## src/rtl/v3a_pkg.sv

```systemverilog
// Shared types, opcodes, latencies and saturation helper for the vec3 vector ALU.
`default_nettype none
package v3a_pkg;

  localparam int unsigned FRAC_BITS_DEF = 16;
  localparam int unsigned WORD_W        = 32;
  localparam int unsigned SAT_W         = 70;

  localparam int unsigned FRONT_LAT = 6;
  localparam int unsigned SQRT_LAT  = 32;
  localparam int unsigned DIV_LAT   = 34;
  localparam int unsigned TOTAL_LAT = FRONT_LAT + SQRT_LAT + DIV_LAT + 1;

  typedef logic signed [WORD_W-1:0] word_t;

  localparam word_t WORD_MAX = 32'sh7FFF_FFFF;
  localparam word_t WORD_MIN = 32'sh8000_0000;

  localparam logic signed [SAT_W-1:0] SAT_HI = 70'sh7FFF_FFFF;
  localparam logic signed [SAT_W-1:0] SAT_LO = -SAT_HI - 70'sd1;

  typedef enum logic [4:0] {
    OP_ADD     = 5'd0,
    OP_SUB     = 5'd1,
    OP_MUL     = 5'd2,
    OP_SCALE   = 5'd3,
    OP_DIV     = 5'd4,
    OP_NEG     = 5'd5,
    OP_DOT     = 5'd6,
    OP_CROSS   = 5'd7,
    OP_LENSQ   = 5'd8,
    OP_LEN     = 5'd9,
    OP_NORM    = 5'd10,
    OP_DISTSQ  = 5'd11,
    OP_DIST    = 5'd12,
    OP_LERP    = 5'd13,
    OP_REFLECT = 5'd14,
    OP_MIN     = 5'd15,
    OP_MAX     = 5'd16
  } op_t;

  typedef enum logic [1:0] {
    ST_OK  = 2'd0,
    ST_SAT = 2'd1,
    ST_BAD = 2'd2
  } status_t;

  typedef struct packed {
    word_t x;
    word_t y;
    word_t z;
  } vec_t;

  typedef struct packed {
    word_t val;
    logic  sat;
  } satw_t;

  // front end result handed to the square root / divider back end
  typedef struct packed {
    logic        vld;
    op_t         op;
    vec_t        a;
    word_t       s;
    vec_t        rv;
    logic        sat;
    logic [63:0] sq;
  } front_t;

  function automatic satw_t sat32(input logic signed [SAT_W-1:0] v);
    satw_t r;
    r.sat = 1'b1;
    if (v > SAT_HI) begin
      r.val = WORD_MAX;
    end else if (v < SAT_LO) begin
      r.val = WORD_MIN;
    end else begin
      r.val = v[WORD_W-1:0];
      r.sat = 1'b0;
    end
    return r;
  endfunction

endpackage
`default_nettype wire

```

## src/rtl/v3a_sqrt.sv

```systemverilog
// Pipelined 64-bit integer square root, one root bit per stage.
`default_nettype none
module v3a_sqrt (
  input  logic        clk,
  input  logic        rst_n,
  input  logic        in_vld,
  input  logic [63:0] in_rad,
  output logic        out_vld,
  output logic [31:0] out_root
);

  localparam int unsigned N = v3a_pkg::SQRT_LAT;

  logic        vld_r  [N];
  logic [34:0] rem_r  [N];
  logic [31:0] root_r [N];
  logic [63:0] rad_r  [N];

  for (genvar k = 0; k < N; k++) begin : g_stg
    logic        vld_i;
    logic [34:0] rem_i;
    logic [31:0] root_i;
    logic [63:0] rad_i;
    logic [34:0] sh_c;
    logic [34:0] tr_c;

    if (k == 0) begin : g_first
      assign vld_i  = in_vld;
      assign rem_i  = '0;
      assign root_i = '0;
      assign rad_i  = in_rad;
    end else begin : g_next
      assign vld_i  = vld_r[k-1];
      assign rem_i  = rem_r[k-1];
      assign root_i = root_r[k-1];
      assign rad_i  = rad_r[k-1];
    end

    // bring down the next bit pair, try root*4+1
    assign sh_c = {rem_i[32:0], rad_i[63:62]};
    assign tr_c = {1'b0, root_i, 2'b01};

    always_ff @(posedge clk) begin
      if (!rst_n) begin
        vld_r[k] <= 1'b0;
      end else begin
        vld_r[k] <= vld_i;
      end
      if (sh_c >= tr_c) begin
        rem_r[k]  <= sh_c - tr_c;
        root_r[k] <= {root_i[30:0], 1'b1};
      end else begin
        rem_r[k]  <= sh_c;
        root_r[k] <= {root_i[30:0], 1'b0};
      end
      rad_r[k] <= {rad_i[61:0], 2'b00};
    end
  end

  assign out_vld  = vld_r[N-1];
  assign out_root = root_r[N-1];

endmodule
`default_nettype wire

```

## config.mk

```make
export PLATFORM = sky130hd
export DESIGN_NAME = v3a_sqrt
export DESIGN_NICKNAME = d
export VERILOG_FILES = /design/src/rtl/v3a_pkg.sv /design/src/rtl/v3a_sqrt.sv
export SDC_FILE = /design/constraint.sdc
export NUM_CORES = 2
export LEC_CHECK = 0
export ABC_CLOCK_PERIOD_IN_PS = 7550
export BUFFER_PORTS_ARGS = -buffer_cell sky130_fd_sc_hd__buf_4
export CAP_MARGIN = 40
export CORE_ASPECT_RATIO = 0.5
export CORE_MARGIN = 2
export CORE_UTILIZATION = 60
export DETAILED_ROUTE_END_ITERATION = 7
export MAX_ROUTING_LAYER = met4
export PLACE_DENSITY = 0.72
export SYNTH_ARGS = -nofsm -noshare
export SYNTH_HDL_FRONTEND = slang
export SYNTH_MEMORY_MAX_BITS = 65536
export SYNTH_SLANG_ARGS = --single-unit
```

## constraint.sdc

```tcl
create_clock -name clk -period 7.55 [get_ports clk]
set_input_delay 0.755 -clock clk [delete_from_list [all_inputs] [get_ports clk]]
set_output_delay 0.755 -clock clk [all_outputs]
set_load 0.02 [all_outputs]
```

==> flow_summary.toml <==
[clock_network]
post_cts.resized_instances = 0
h_tree_depth = 4
clk_latency_ps = 850
cts.path.max_buffers = 4
clock_pin_slew_worst_setup_and_hold_paths_ps = 70
cts_sinks = 2526
tritoncts = "built"
root_buffer = "sky130_fd_sc_hd__clkbuf_16"
postCtsHoldBufs = 58
numCtsBuffers = 210
post_cts_buffers = 0

[critical_path]
reg2reg_slack_ps = 3620
worst-setup-path-type = "register to register"
critical_path_peak_fanout = 54
cp_cell_sequence = "inv_1 -> ha_1 -> nand4_1 -> a21o_1 -> a31oi_1 -> a221oi_1 -> o21ai_0 -> a31oi_1 -> o31ai_4 -> buf_4 -> mux2_2"
timing.critical_path.arrival_ps = 4630
cp-end-kind = "register"
cp.required_ps = 8240
critPathLaunch = "root_r[27][3]"
slowest_stage = "sky130_fd_sc_hd__o21ai_0"
critical_path.top_delay_family = "compound AO/OA/AOI/OAI gates"
worstRegToRegCells = 11
regToRegEndpoint = "rem_r[1][438]"
reg2reg_from = "root_r[27][3]"
worstSetupStartpointType = "register"
critical-path-max-stage-delay_ps = 540
cp.buffers_inverters = 2
critical-path-top-cell-by-count = "sky130_fd_sc_hd__a31oi_1"

[floorplanning]
initial_utilization = 0.6065
die_width_um = 558.9
io-pin-count = 100
placeableCoreArea_um2 = 152300
die-area_um2 = 157300
die-height_um = 281.4
rows = 101

[global_routing]
first_global_vias = 60540
grt_start_max_net_pins = 64
grt_pass1_wl_um = 308800
globalRoute.totalOverflow = 0
number_of_antenna_violations_at_the_first_check_in_global_routing = 2
global_route.usage.total = 0.2477

[drt]
viasPerCell = 5.380
post-route-drc-count = 0
totalWireLength_um = 190700
drtIter0Drc = 3628
detailedRoute.firstPassIterationCount = 5
post_drt_wl_per_cell_um = 16.51
vias = 62150
final_antenna_net_count = 0

[cells_and_area]
seq_area_um2 = 50570
drive_gt1_frac = 0.06648
num-fill-cells = 11910
layout_commonest_cell = "sky130_fd_sc_hd__dfxtp_1"
commonest_cells_after_routing_fill_and_taps_aside = "2,526 x sky130_fd_sc_hd__dfxtp_1, 705 x sky130_fd_sc_hd__inv_1, 672 x sky130_fd_sc_hd__nand2_1, 561 x sky130_fd_sc_hd__ha_1, 531 x sky130_fd_sc_hd__o21ai_0"
layout.core_utilization = 0.6770
area_growth_syn_to_layout_pct = 11.62
insertedDiodeCount = 0
multi_input_area_um2 = 38430
layout.nets = 9961

[run]
max-cap-violations = 0

[place]
gp_routability_congestion = 0.9243
final_hpwl_dp_um = 141700
numPortBuffers = 99

[power]
ratio_of_total_power_to_cell_area_nw_per_um2 = 331.8
p_total_uw = 34200
leakage_uw = 0.04834
vdd_ir_drop_max_v = 0.0002282

[synth]
synth_largest_type_area_fraction = 0.5475
postSynthAreaPerCell_um2 = 10.12
synth-main-ff-cell = "sky130_fd_sc_hd__dfxtp_1"
synth_largest_area_cell = "sky130_fd_sc_hd__dfxtp_1"
synth_top_cells_by_area = "sky130_fd_sc_hd__dfxtp_1 55%, sky130_fd_sc_hd__ha_1 7.6%, sky130_fd_sc_hd__xnor2_1 3.8%, sky130_fd_sc_hd__xor2_1 3.7%, sky130_fd_sc_hd__o21ai_0 2.9%"
synthesis.area_um2 = 92360
seq_area_frac_synth = 0.5475
synth_warnings = 0
unique_cell_type_count_in_the_yosys_netlist = 96
synth-edff-count = 0
synth_nets = 9757
synthCells = 9129
synthArstFlopShare = 0
synth-seq-cells = 2526

[sta]
grt_setup_unrepaired = "false"
setup_total_negative_slack_ps = 0
time_the_final_worst_path_needs_with_i_o_delays_and_setup_ps = 3934
hold_viol = 0
final.setup_skew_ps = 69.42
timing.fmax_mhz = 254.2
timing.final.crit_share = 0.5211
worst_pin_slew_ps = 886.7
finalMaxSlewViolations = 0
setup_viol_count_final = 0
timing.max_slew.rel_slack = 0.4076

[worst_hold_path]
endpoint_of_the_worst_hold_path = "rad_r[0][27]"
min_delay_path_depth = 1
min-delay-start = "in_rad[27]"
min-delay-path-class = "primary input to register"

[outcome]
status = "finished, final reports clean"
## flip-flops by register name, indices dropped and copies added, names as in the netlist
signal and count:
rem_r 974, vld_r 32, root_r 528, rad_r 992
## routing by layer
layer | wire length, µm | track usage | up-vias | part of all wire
li1 | - | - | 31610 | -
met1 | 85330 | 0.3019 | 29110 | 0.45
met2 | 93490 | 0.4304 | 1076 | 0.49
met3 | 7022 | 0.03300 | 347 | 0.037
met4 | 4896 | 0.06866 | 0 | 0.026
met5 | 0 | - | - | 0
## kinds of logic after synthesis
logic type | after synthesis | share of synthesized area
flops | 2526 | 0.5475
compound gates | 1851 | 0.1251
buf+inv | 903 | 0.03712
mux | 83 | 0.009930
simple gates | 2412 | 0.1292
fa+ha+maj | 561 | 0.07600
other cells | 1 | 0.00004060
xor+xnor | 792 | 0.07510
## report_power, final
group | internal, µW | total [µW] | switching (µW) | leakage [µW]
clock network | 6480 | 11300 | 4870 | 0.00354
registers | 15500 | 17200 | 1670 | 0.0211
logic | 2570 | 5680 | 3120 | 0.0237
## metrics by stage
stage | instances | worst slack, ps | hold slack [ps] | area, µm²
global placement | 11110 | 3620 | 309.5 | 95120
CTS | 11550 | 3665 | 1.070 | 103100
floorplan | 9129 | 4415 | 309.6 | 92360
finish | 11550 | 3616 | 48.43 | 103100
detailed placement | 11120 | 3697 | 312.1 | 95270
global route | 11550 | 3273 | 5.335 | 103100
## cells in the mapped netlist (all sizes together) (110+ instances only)
| cell | instances |
|---|---|
| xnor2 | 403 |
| clkbuf | 166 |
| a21oi | 501 |
| nand2b | 110 |
| o21ai | 531 |
| nor3 | 247 |
| nor2 | 514 |
| nand2 | 672 |
| nor4 | 124 |
| dfxtp | 2526 |
| xor2 | 389 |
| nand3 | 149 |
| ha | 561 |
| inv | 707 |
| a21o | 238 |
## worst register-to-register path, stage by stage, from the launching register on
cell	delay, ps
sky130_fd_sc_hd__dfxtp_1	330
sky130_fd_sc_hd__inv_1	50
sky130_fd_sc_hd__ha_1	370
sky130_fd_sc_hd__nand4_1	190
sky130_fd_sc_hd__a21o_1	210
sky130_fd_sc_hd__a31oi_1	370
sky130_fd_sc_hd__a221oi_1	250
sky130_fd_sc_hd__o21ai_0	540
sky130_fd_sc_hd__a31oi_1	330
sky130_fd_sc_hd__o31ai_4	230
sky130_fd_sc_hd__buf_4	520
sky130_fd_sc_hd__mux2_2	410
## how the worst max path moves through the flow
stage	endpoint	slack (ps)	cells after the start
after global placement	rem_r[1][55]	3620	9
after floorplan	rem_r[1][438]	4410	11
after detailed placement	rem_r[1][233]	3700	13
after CTS	rem_r[1][438]	3660	11
final	rem_r[1][438]	3620	11
after global routing	rem_r[1][438]	3270	11
## layout make-up
cell class                      count  share of cell area
Clock buffer                      274             0.05699
Clock inverter                     97             0.01329
Inverter                          708             0.02578
Multi-Input combinational cell   5700              0.3727
Sequential cell                  2526              0.4905
Tap cell                         2060             0.02500
Timing Repair Buffer              187             0.01569
Power figures use the tool's default switching activity.
