`src/rtl/v3a_pkg.sv`:
```
// Shared types, opcodes, latencies and saturation helper for the vec3 vector ALU.
`default_nettype none
package v3a_pkg;

  localparam int unsigned FRAC_BITS_DEF = 16;
  localparam int unsigned WORD_W        = 32;
  localparam int unsigned SAT_W         = 70;

  localparam int unsigned FRONT_LAT = 6;
  localparam int unsigned SQRT_LAT  = 32;
  localparam int unsigned DIV_LAT   = 34;
  localparam int unsigned TOTAL_LAT = FRONT_LAT + SQRT_LAT + DIV_LAT + 1;

  typedef logic signed [WORD_W-1:0] word_t;

  localparam word_t WORD_MAX = 32'sh7FFF_FFFF;
  localparam word_t WORD_MIN = 32'sh8000_0000;

  localparam logic signed [SAT_W-1:0] SAT_HI = 70'sh7FFF_FFFF;
  localparam logic signed [SAT_W-1:0] SAT_LO = -SAT_HI - 70'sd1;

  typedef enum logic [4:0] {
    OP_ADD     = 5'd0,
    OP_SUB     = 5'd1,
    OP_MUL     = 5'd2,
    OP_SCALE   = 5'd3,
    OP_DIV     = 5'd4,
    OP_NEG     = 5'd5,
    OP_DOT     = 5'd6,
    OP_CROSS   = 5'd7,
    OP_LENSQ   = 5'd8,
    OP_LEN     = 5'd9,
    OP_NORM    = 5'd10,
    OP_DISTSQ  = 5'd11,
    OP_DIST    = 5'd12,
    OP_LERP    = 5'd13,
    OP_REFLECT = 5'd14,
    OP_MIN     = 5'd15,
    OP_MAX     = 5'd16
  } op_t;

  typedef enum logic [1:0] {
    ST_OK  = 2'd0,
    ST_SAT = 2'd1,
    ST_BAD = 2'd2
  } status_t;

  typedef struct packed {
    word_t x;
    word_t y;
    word_t z;
  } vec_t;

  typedef struct packed {
    word_t val;
    logic  sat;
  } satw_t;

  // front end result handed to the square root / divider back end
  typedef struct packed {
    logic        vld;
    op_t         op;
    vec_t        a;
    word_t       s;
    vec_t        rv;
    logic        sat;
    logic [63:0] sq;
  } front_t;

  function automatic satw_t sat32(input logic signed [SAT_W-1:0] v);
    satw_t r;
    r.sat = 1'b1;
    if (v > SAT_HI) begin
      r.val = WORD_MAX;
    end else if (v < SAT_LO) begin
      r.val = WORD_MIN;
    end else begin
      r.val = v[WORD_W-1:0];
      r.sat = 1'b0;
    end
    return r;
  endfunction

endpackage
`default_nettype wire

```
`src/rtl/v3a_div.sv`:
```
// Pipelined signed divide of (num << FRAC_BITS) by den, truncating, clamped to 32 bits.
`default_nettype none
module v3a_div #(
  parameter int unsigned FRAC_BITS = v3a_pkg::FRAC_BITS_DEF
) (
  input  logic               clk,
  input  logic               rst_n,
  input  logic               in_vld,
  input  v3a_pkg::word_t     in_num,
  input  logic signed [32:0] in_den,
  output logic               out_vld,
  output v3a_pkg::word_t     out_q,
  output logic               out_sat
);

  localparam int unsigned NW = 32 + FRAC_BITS;
  localparam int unsigned N  = 32;

  logic [31:0]     nabs_c;
  logic [NW-1:0]   nmag_c;
  logic [32:0]     dabs_c;
  logic [32:0]     hi_c;

  assign nabs_c = in_num[31] ? (~in_num + 32'd1) : in_num;
  assign nmag_c = NW'(nabs_c) << FRAC_BITS;
  assign dabs_c = in_den[32] ? (~in_den + 33'd1) : in_den;
  assign hi_c   = 33'(nmag_c[NW-1:32]);

  // setup: a quotient of 2^32 or more is flagged, and the result is clamped at the output
  logic        st_vld_r;
  logic        st_neg_r;
  logic        st_ovf_r;
  logic [32:0] st_d_r;
  logic [32:0] st_rem_r;
  logic [31:0] st_low_r;

  always_ff @(posedge clk) begin
    if (!rst_n) begin
      st_vld_r <= 1'b0;
    end else begin
      st_vld_r <= in_vld;
    end
    st_neg_r <= in_num[31] ^ in_den[32];
    st_ovf_r <= (hi_c >= dabs_c);
    st_d_r   <= dabs_c;
    st_rem_r <= hi_c;
    st_low_r <= nmag_c[31:0];
  end

  logic        vld_r [N];
  logic        neg_r [N];
  logic        ovf_r [N];
  logic [32:0] d_r   [N];
  logic [32:0] rem_r [N];
  logic [31:0] low_r [N];
  logic [31:0] q_r   [N];

  for (genvar j = 0; j < N; j++) begin : g_stg
    logic        vld_i;
    logic        neg_i;
    logic        ovf_i;
    logic [32:0] d_i;
    logic [32:0] rem_i;
    logic [31:0] low_i;
    logic [31:0] q_i;
    logic [33:0] sh_c;
    logic [33:0] df_c;

    if (j == 0) begin : g_first
      assign vld_i = st_vld_r;
      assign neg_i = st_neg_r;
      assign ovf_i = st_ovf_r;
      assign d_i   = st_d_r;
      assign rem_i = st_rem_r;
      assign low_i = st_low_r;
      assign q_i   = '0;
    end else begin : g_next
      assign vld_i = vld_r[j-1];
      assign neg_i = neg_r[j-1];
      assign ovf_i = ovf_r[j-1];
      assign d_i   = d_r[j-1];
      assign rem_i = rem_r[j-1];
      assign low_i = low_r[j-1];
      assign q_i   = q_r[j-1];
    end

    assign sh_c = {rem_i, low_i[31]};
    assign df_c = sh_c - {1'b0, d_i};

    always_ff @(posedge clk) begin
      if (!rst_n) begin
        vld_r[j] <= 1'b0;
      end else begin
        vld_r[j] <= vld_i;
      end
      neg_r[j] <= neg_i;
      ovf_r[j] <= ovf_i;
      d_r[j]   <= d_i;
      low_r[j] <= {low_i[30:0], 1'b0};
      if (sh_c >= {1'b0, d_i}) begin
        rem_r[j] <= df_c[32:0];
        q_r[j]   <= {q_i[30:0], 1'b1};
      end else begin
        rem_r[j] <= sh_c[32:0];
        q_r[j]   <= {q_i[30:0], 1'b0};
      end
    end
  end

  // apply sign, clamp
  logic [31:0]    qm_c;
  v3a_pkg::word_t q_nxt;
  logic           sat_nxt;

  assign qm_c = q_r[N-1];

  always_comb begin
    q_nxt   = qm_c;
    sat_nxt = 1'b0;
    if (ovf_r[N-1]) begin
      sat_nxt = 1'b1;
      q_nxt   = neg_r[N-1] ? v3a_pkg::WORD_MIN : v3a_pkg::WORD_MAX;
    end else if (neg_r[N-1]) begin
      if (qm_c > 32'h8000_0000) begin
        sat_nxt = 1'b1;
        q_nxt   = v3a_pkg::WORD_MIN;
      end else begin
        q_nxt = ~qm_c + 32'd1;
      end
    end else if (qm_c[31]) begin
      sat_nxt = 1'b1;
      q_nxt   = v3a_pkg::WORD_MAX;
    end
  end

  logic           out_vld_r;
  v3a_pkg::word_t out_q_r;
  logic           out_sat_r;

  always_ff @(posedge clk) begin
    if (!rst_n) begin
      out_vld_r <= 1'b0;
    end else begin
      out_vld_r <= vld_r[N-1];
    end
    out_q_r   <= q_nxt;
    out_sat_r <= sat_nxt;
  end

  assign out_vld = out_vld_r;
  assign out_q   = out_q_r;
  assign out_sat = out_sat_r;

endmodule
`default_nettype wire

```
`config.mk`:
```
export PLATFORM = sky130hd
export DESIGN_NAME = v3a_div
export DESIGN_NICKNAME = d
export VERILOG_FILES = /design/src/rtl/v3a_pkg.sv /design/src/rtl/v3a_div.sv
export SDC_FILE = /design/constraint.sdc
export NUM_CORES = 2
export LEC_CHECK = 0
export BUFFER_PORTS_ARGS = -buffer_cell sky130_fd_sc_hd__buf_2
export CAP_MARGIN = 20
export CORE_AREA = 2 2 530 532
export CTS_CLUSTER_DIAMETER = 60
export CTS_CLUSTER_SIZE = 28
export DETAILED_ROUTE_END_ITERATION = 6
export DIE_AREA = 0 0 532 534
export HOLD_SLACK_MARGIN = 0.08
export PLACE_DENSITY = 0.61
export SKIP_CTS_REPAIR_TIMING = 1
export SLEW_MARGIN = 20
export SYNTH_ARGS = -nofsm -noshare
export SYNTH_HDL_FRONTEND = slang
export SYNTH_MEMORY_MAX_BITS = 65536
export SYNTH_SLANG_ARGS = --single-unit
```
`constraint.sdc`:
```
create_clock -name clk -period 9.85 [get_ports clk]
set_clock_uncertainty 0.2 [all_clocks]
set_input_delay 0 -clock clk [delete_from_list [all_inputs] [get_ports clk]]
set_output_delay 0 -clock clk [all_outputs]
set_load 0.01 [all_outputs]
```
==> summary.md <==
Clock latency on the worst-skew pair, taken at its later pin, is 910 ps. Synthesis-to-finish area growth: 11.61%. The leftover overflow at the end of global routing was 0; the routing usage on met1 was 26.27%. A synthesized cell averages 9.323 um^2. The layout has 26100 filler cells. The final critical path time including I/O delays and setup is 4973 ps. The worst-case IR drop observed on VDD is 0.0001966 V.

The logs give 10 for the number of antenna violations at the first check in global routing and 14560 for the net count of the mapped netlist. The run gives 84600 as the via count of the first global-routing pass. Detailed placement finished with a half-perimeter wire length of 232700 um.

TritonCTS built the clock tree. The pre-antenna-repair detailed-routing pass consisted of 6 iterations. The category of the most critical setup path is in -> reg. The most common cell after layout, fill and taps aside is sky130_fd_sc_hd__dfxtp_1.

For the routing usage on met2, the log shows 35.09%. The die is 532 um wide. Chip height: 534 um. In this run the static leakage power is 63.71 nW. The utilization after layout is 50.10%. The final layout contains 14820 nets. In the synthesized netlist the async set-or-reset flop fraction comes to 0%.

The mean routed wirelength per cell is 17.01 um, and the detailed-route wire length is 298800 um. The H-tree level count was 4; the maximum net fanout on the critical path was 5. The worst endpoint required time came out at 10460 ps.

The tree is rooted in a sky130_fd_sc_hd__clkbuf_16. In the layout the commonest cells are sky130_fd_sc_hd__dfxtp_1, sky130_fd_sc_hd__inv_1, sky130_fd_sc_hd__nand2_1. The share of post-route cells with drive strength above 1 is 5.687%.

Final hold violation count: 0. STA puts the critical path data arrival time at 5580 ps. Busiest metal layer after global routing: met2. In this run the deepest clock path goes through 4 buffers.

The slowest stage of the critical path is the sky130_fd_sc_hd__or4_1 cell. The number of top-level pins was 102. Met3 demand-to-capacity share in global routing: 2.481%. In this run, CTS created clock tree buffers numbering 214.

The critical path goes through dlygate4sd3_1 > buf_2 > dlygate4sd3_1 > nor4_1 > nand3_1 > or4_1 > or4_1 > nand2b_1 > o41ai_1 > xnor2_1 > dlygate4sd3_1 > ha_1 > a21o_1 > a211oi_1 > o211ai_1 > and4b_1. For this run, design rule violations remaining after detail routing come to 0. The detail route stage leaves a number of antenna-violating nets equal to 0.

For this run, the slowest stage of the critical path takes 630 ps. For this configuration, the core starts out at a cell density of 44.89%. The final number of max-transition violations is 0, and the netlist area before placement is 125000 um^2.

Port buffering added 101 buffers. The post-synthesis sequential area ratio is 46.33%. The count of synthesis-stage warnings from yosys was 0. The first global-routing pass estimated 464300 um of wire. The logs give 90740 for the detailed-route via count and 0 ps for the total negative slack for setup checks. Dividing the detail-routed via count by the number of cells gives 5.165. By instance count, the cell type seen most on the critical path is sky130_fd_sc_hd__dlygate4sd3_1. The relative slew slack was 28.12%; the portion of the clock cycle consumed by the worst path in the final layout was 50.49%. The flow ran to the end, and the final reports show no timing, DRC or antenna violations.

The area of the core was 278400 um^2; the final weighted congestion of routability-driven global placement was 0.9056. Setup repair after global routing left no endpoint under its margin. The number of different library cells used by synthesis comes to 94.

The count of routing violations after the opening detailed-route iteration was 5954; the highest achievable clock rate was 0.2011 GHz. The reported max-cap violation count was 0. Clock-pin slew was measured on the worst setup and hold paths at 90 ps.

The number of clock sinks came out at 2892. The power density normalized to cell area works out to 331.7 nW/um^2. The number of standard-cell rows in the floorplan is 194. For this run, the leading register cell type out of synthesis is sky130_fd_sc_hd__dfxtp_1. STA classifies the critical path endpoint as a flop. The flop and latch count out of synthesis came out at 2892. Path type of the worst min-delay path: reg -> reg. The kind of cell with the highest combined delay along the critical path is simple AND/OR/NAND/NOR gates. For this run, the total global-route usage over all layers was measured as 20.20%. The nature of the critical path startpoint is an input pin. The number of enable-type register cells in the synthesized netlist is 0. Setup violations remaining at the end of the flow were counted as 0. For the die area, the log shows 284100 um^2. The critical path contains buffers and inverters numbering 4 combined. The logs give 13410 for the number of instances in the synthesized netlist and 67 for the largest net degree at the start of global routing. At the pin with the least slew margin, the transition time is 1064 ps.
[metal layers]
metal / vias up / wire length [um]
li1: 46780 / -
met1: 41710 / 135000
met2: 1800 / 142800
met3: 449 / 12490
met4: 0 / 8612
met5: - / 0
[registers in the layout (all words and copies together), names as in the netlist]
signal,count
rem_r,1023
out_q,32
out_vld,1
q_r,528
neg_r,32
g_stg.low_i,16
low_r,120
g_stg.vld_i,1
g_stg.ovf_i,1
out_sat,1
ovf_r,32
g_stg.d_i,33
vld_r,32
d_r,1023
g_stg.rem_i,16
g_stg.neg_i,1
[worst register-to-register path, delay by kind of cell (launching register included)]
family | cells | cell delay, ps
AOI/OAI and AO/OA | 6 | 2170
buffers and inverters | 3 | 640
and+or+nand+nor | 2 | 480
DFF | 1 | 350
adders and majority gates | 1 | 330
muxes | 1 | 290
[power breakdown]
group	internal, mW	leakage, nW	total, mW	switching, mW
logic	8.56	35.7	20.1	11.5
registers	14.7	24.2	16.6	1.90
clock network	4.67	3.79	9.59	4.92
total	27.9	63.7	46.3	18.4
[through the flow]
stage                     power (mW)  cell area [um^2]  std cells  setup slack (ps)  hold WS (ps)
after global placement         36.63            129500      16970              5213        -42.43
final                          46.27            139500      17570              4877         95.03
after floorplan                31.62            125000      13410              6208        -172.3
after global routing           49.87            139500      17570              4641         122.7
after detailed placement       36.69            129500      16970              5279        -40.65
after CTS                      46.49            137400      17360              5284         -1044
[path summary, 6_finish.rpt]
| check | startpoint | depth (start not counted) | slack, ps | end |
|---|---|---|---|---|
| worst max-delay path | in_num[9] | 16 | 4880 | g_stg[0].ovf_i |
| worst min register to register | q_r[0][456] | 0 | 100 | q_r[0][489] |
| worst min-delay path | q_r[0][456] | 0 | 100 | q_r[0][489] |
| worst max register to register | d_r[3][101] | 13 | 5310 | rem_r[1][410] |
[layout make-up]
class	count	area [um^2]	share of cell area, %
Antenna cell	7	17.52	0.01256
Tap cell	3724	4659	3.341
Sequential cell	2892	57900	41.51
Clock buffer	225	5510	3.951
Clock inverter	170	2392	1.715
Inverter	1309	4913	3.523
Multi-Input combinational cell	8904	61300	43.95
Timing Repair Buffer	338	2790	2.000
[logic make-up after synthesis]
kind of cell | after synthesis | share of synthesized area (%)
muxes | 210 | 1.863
xor gates and xnor gates | 914 | 6.406
and+or+nand+nor | 3036 | 11.38
adders and majority gates | 1089 | 11.09
buffers and inverters | 1609 | 4.871
AOI/OAI and AO/OA | 3655 | 18.06
DFF | 2892 | 46.33
[Yosys cell counts (all sizes together), types with 141 or more instances]
| master | count | area, um^2 |
|---|---|---|
| dfxtp | 2892 | 57900 |
| inv | 1308 | 4910 |
| nand2 | 1263 | 4743 |
| o21ai | 1203 | 6025 |
| ha | 1058 | 13240 |
| a21oi | 934 | 4674 |
| nor2 | 566 | 2125 |
| xnor2 | 520 | 4554 |
| a21o | 470 | 3528 |
| xor2 | 394 | 3451 |
| clkbuf | 249 | 934.7 |
| nand3 | 188 | 940.9 |
| mux2 | 181 | 2038 |
| nand4 | 166 | 1039 |
| nor3 | 157 | 795.8 |
| o21a | 154 | 1156 |
| nand2b | 147 | 919.6 |
| o21bai | 143 | 1074 |
| nor2b | 141 | 882.1 |
Power figures use the tool's default switching activity.
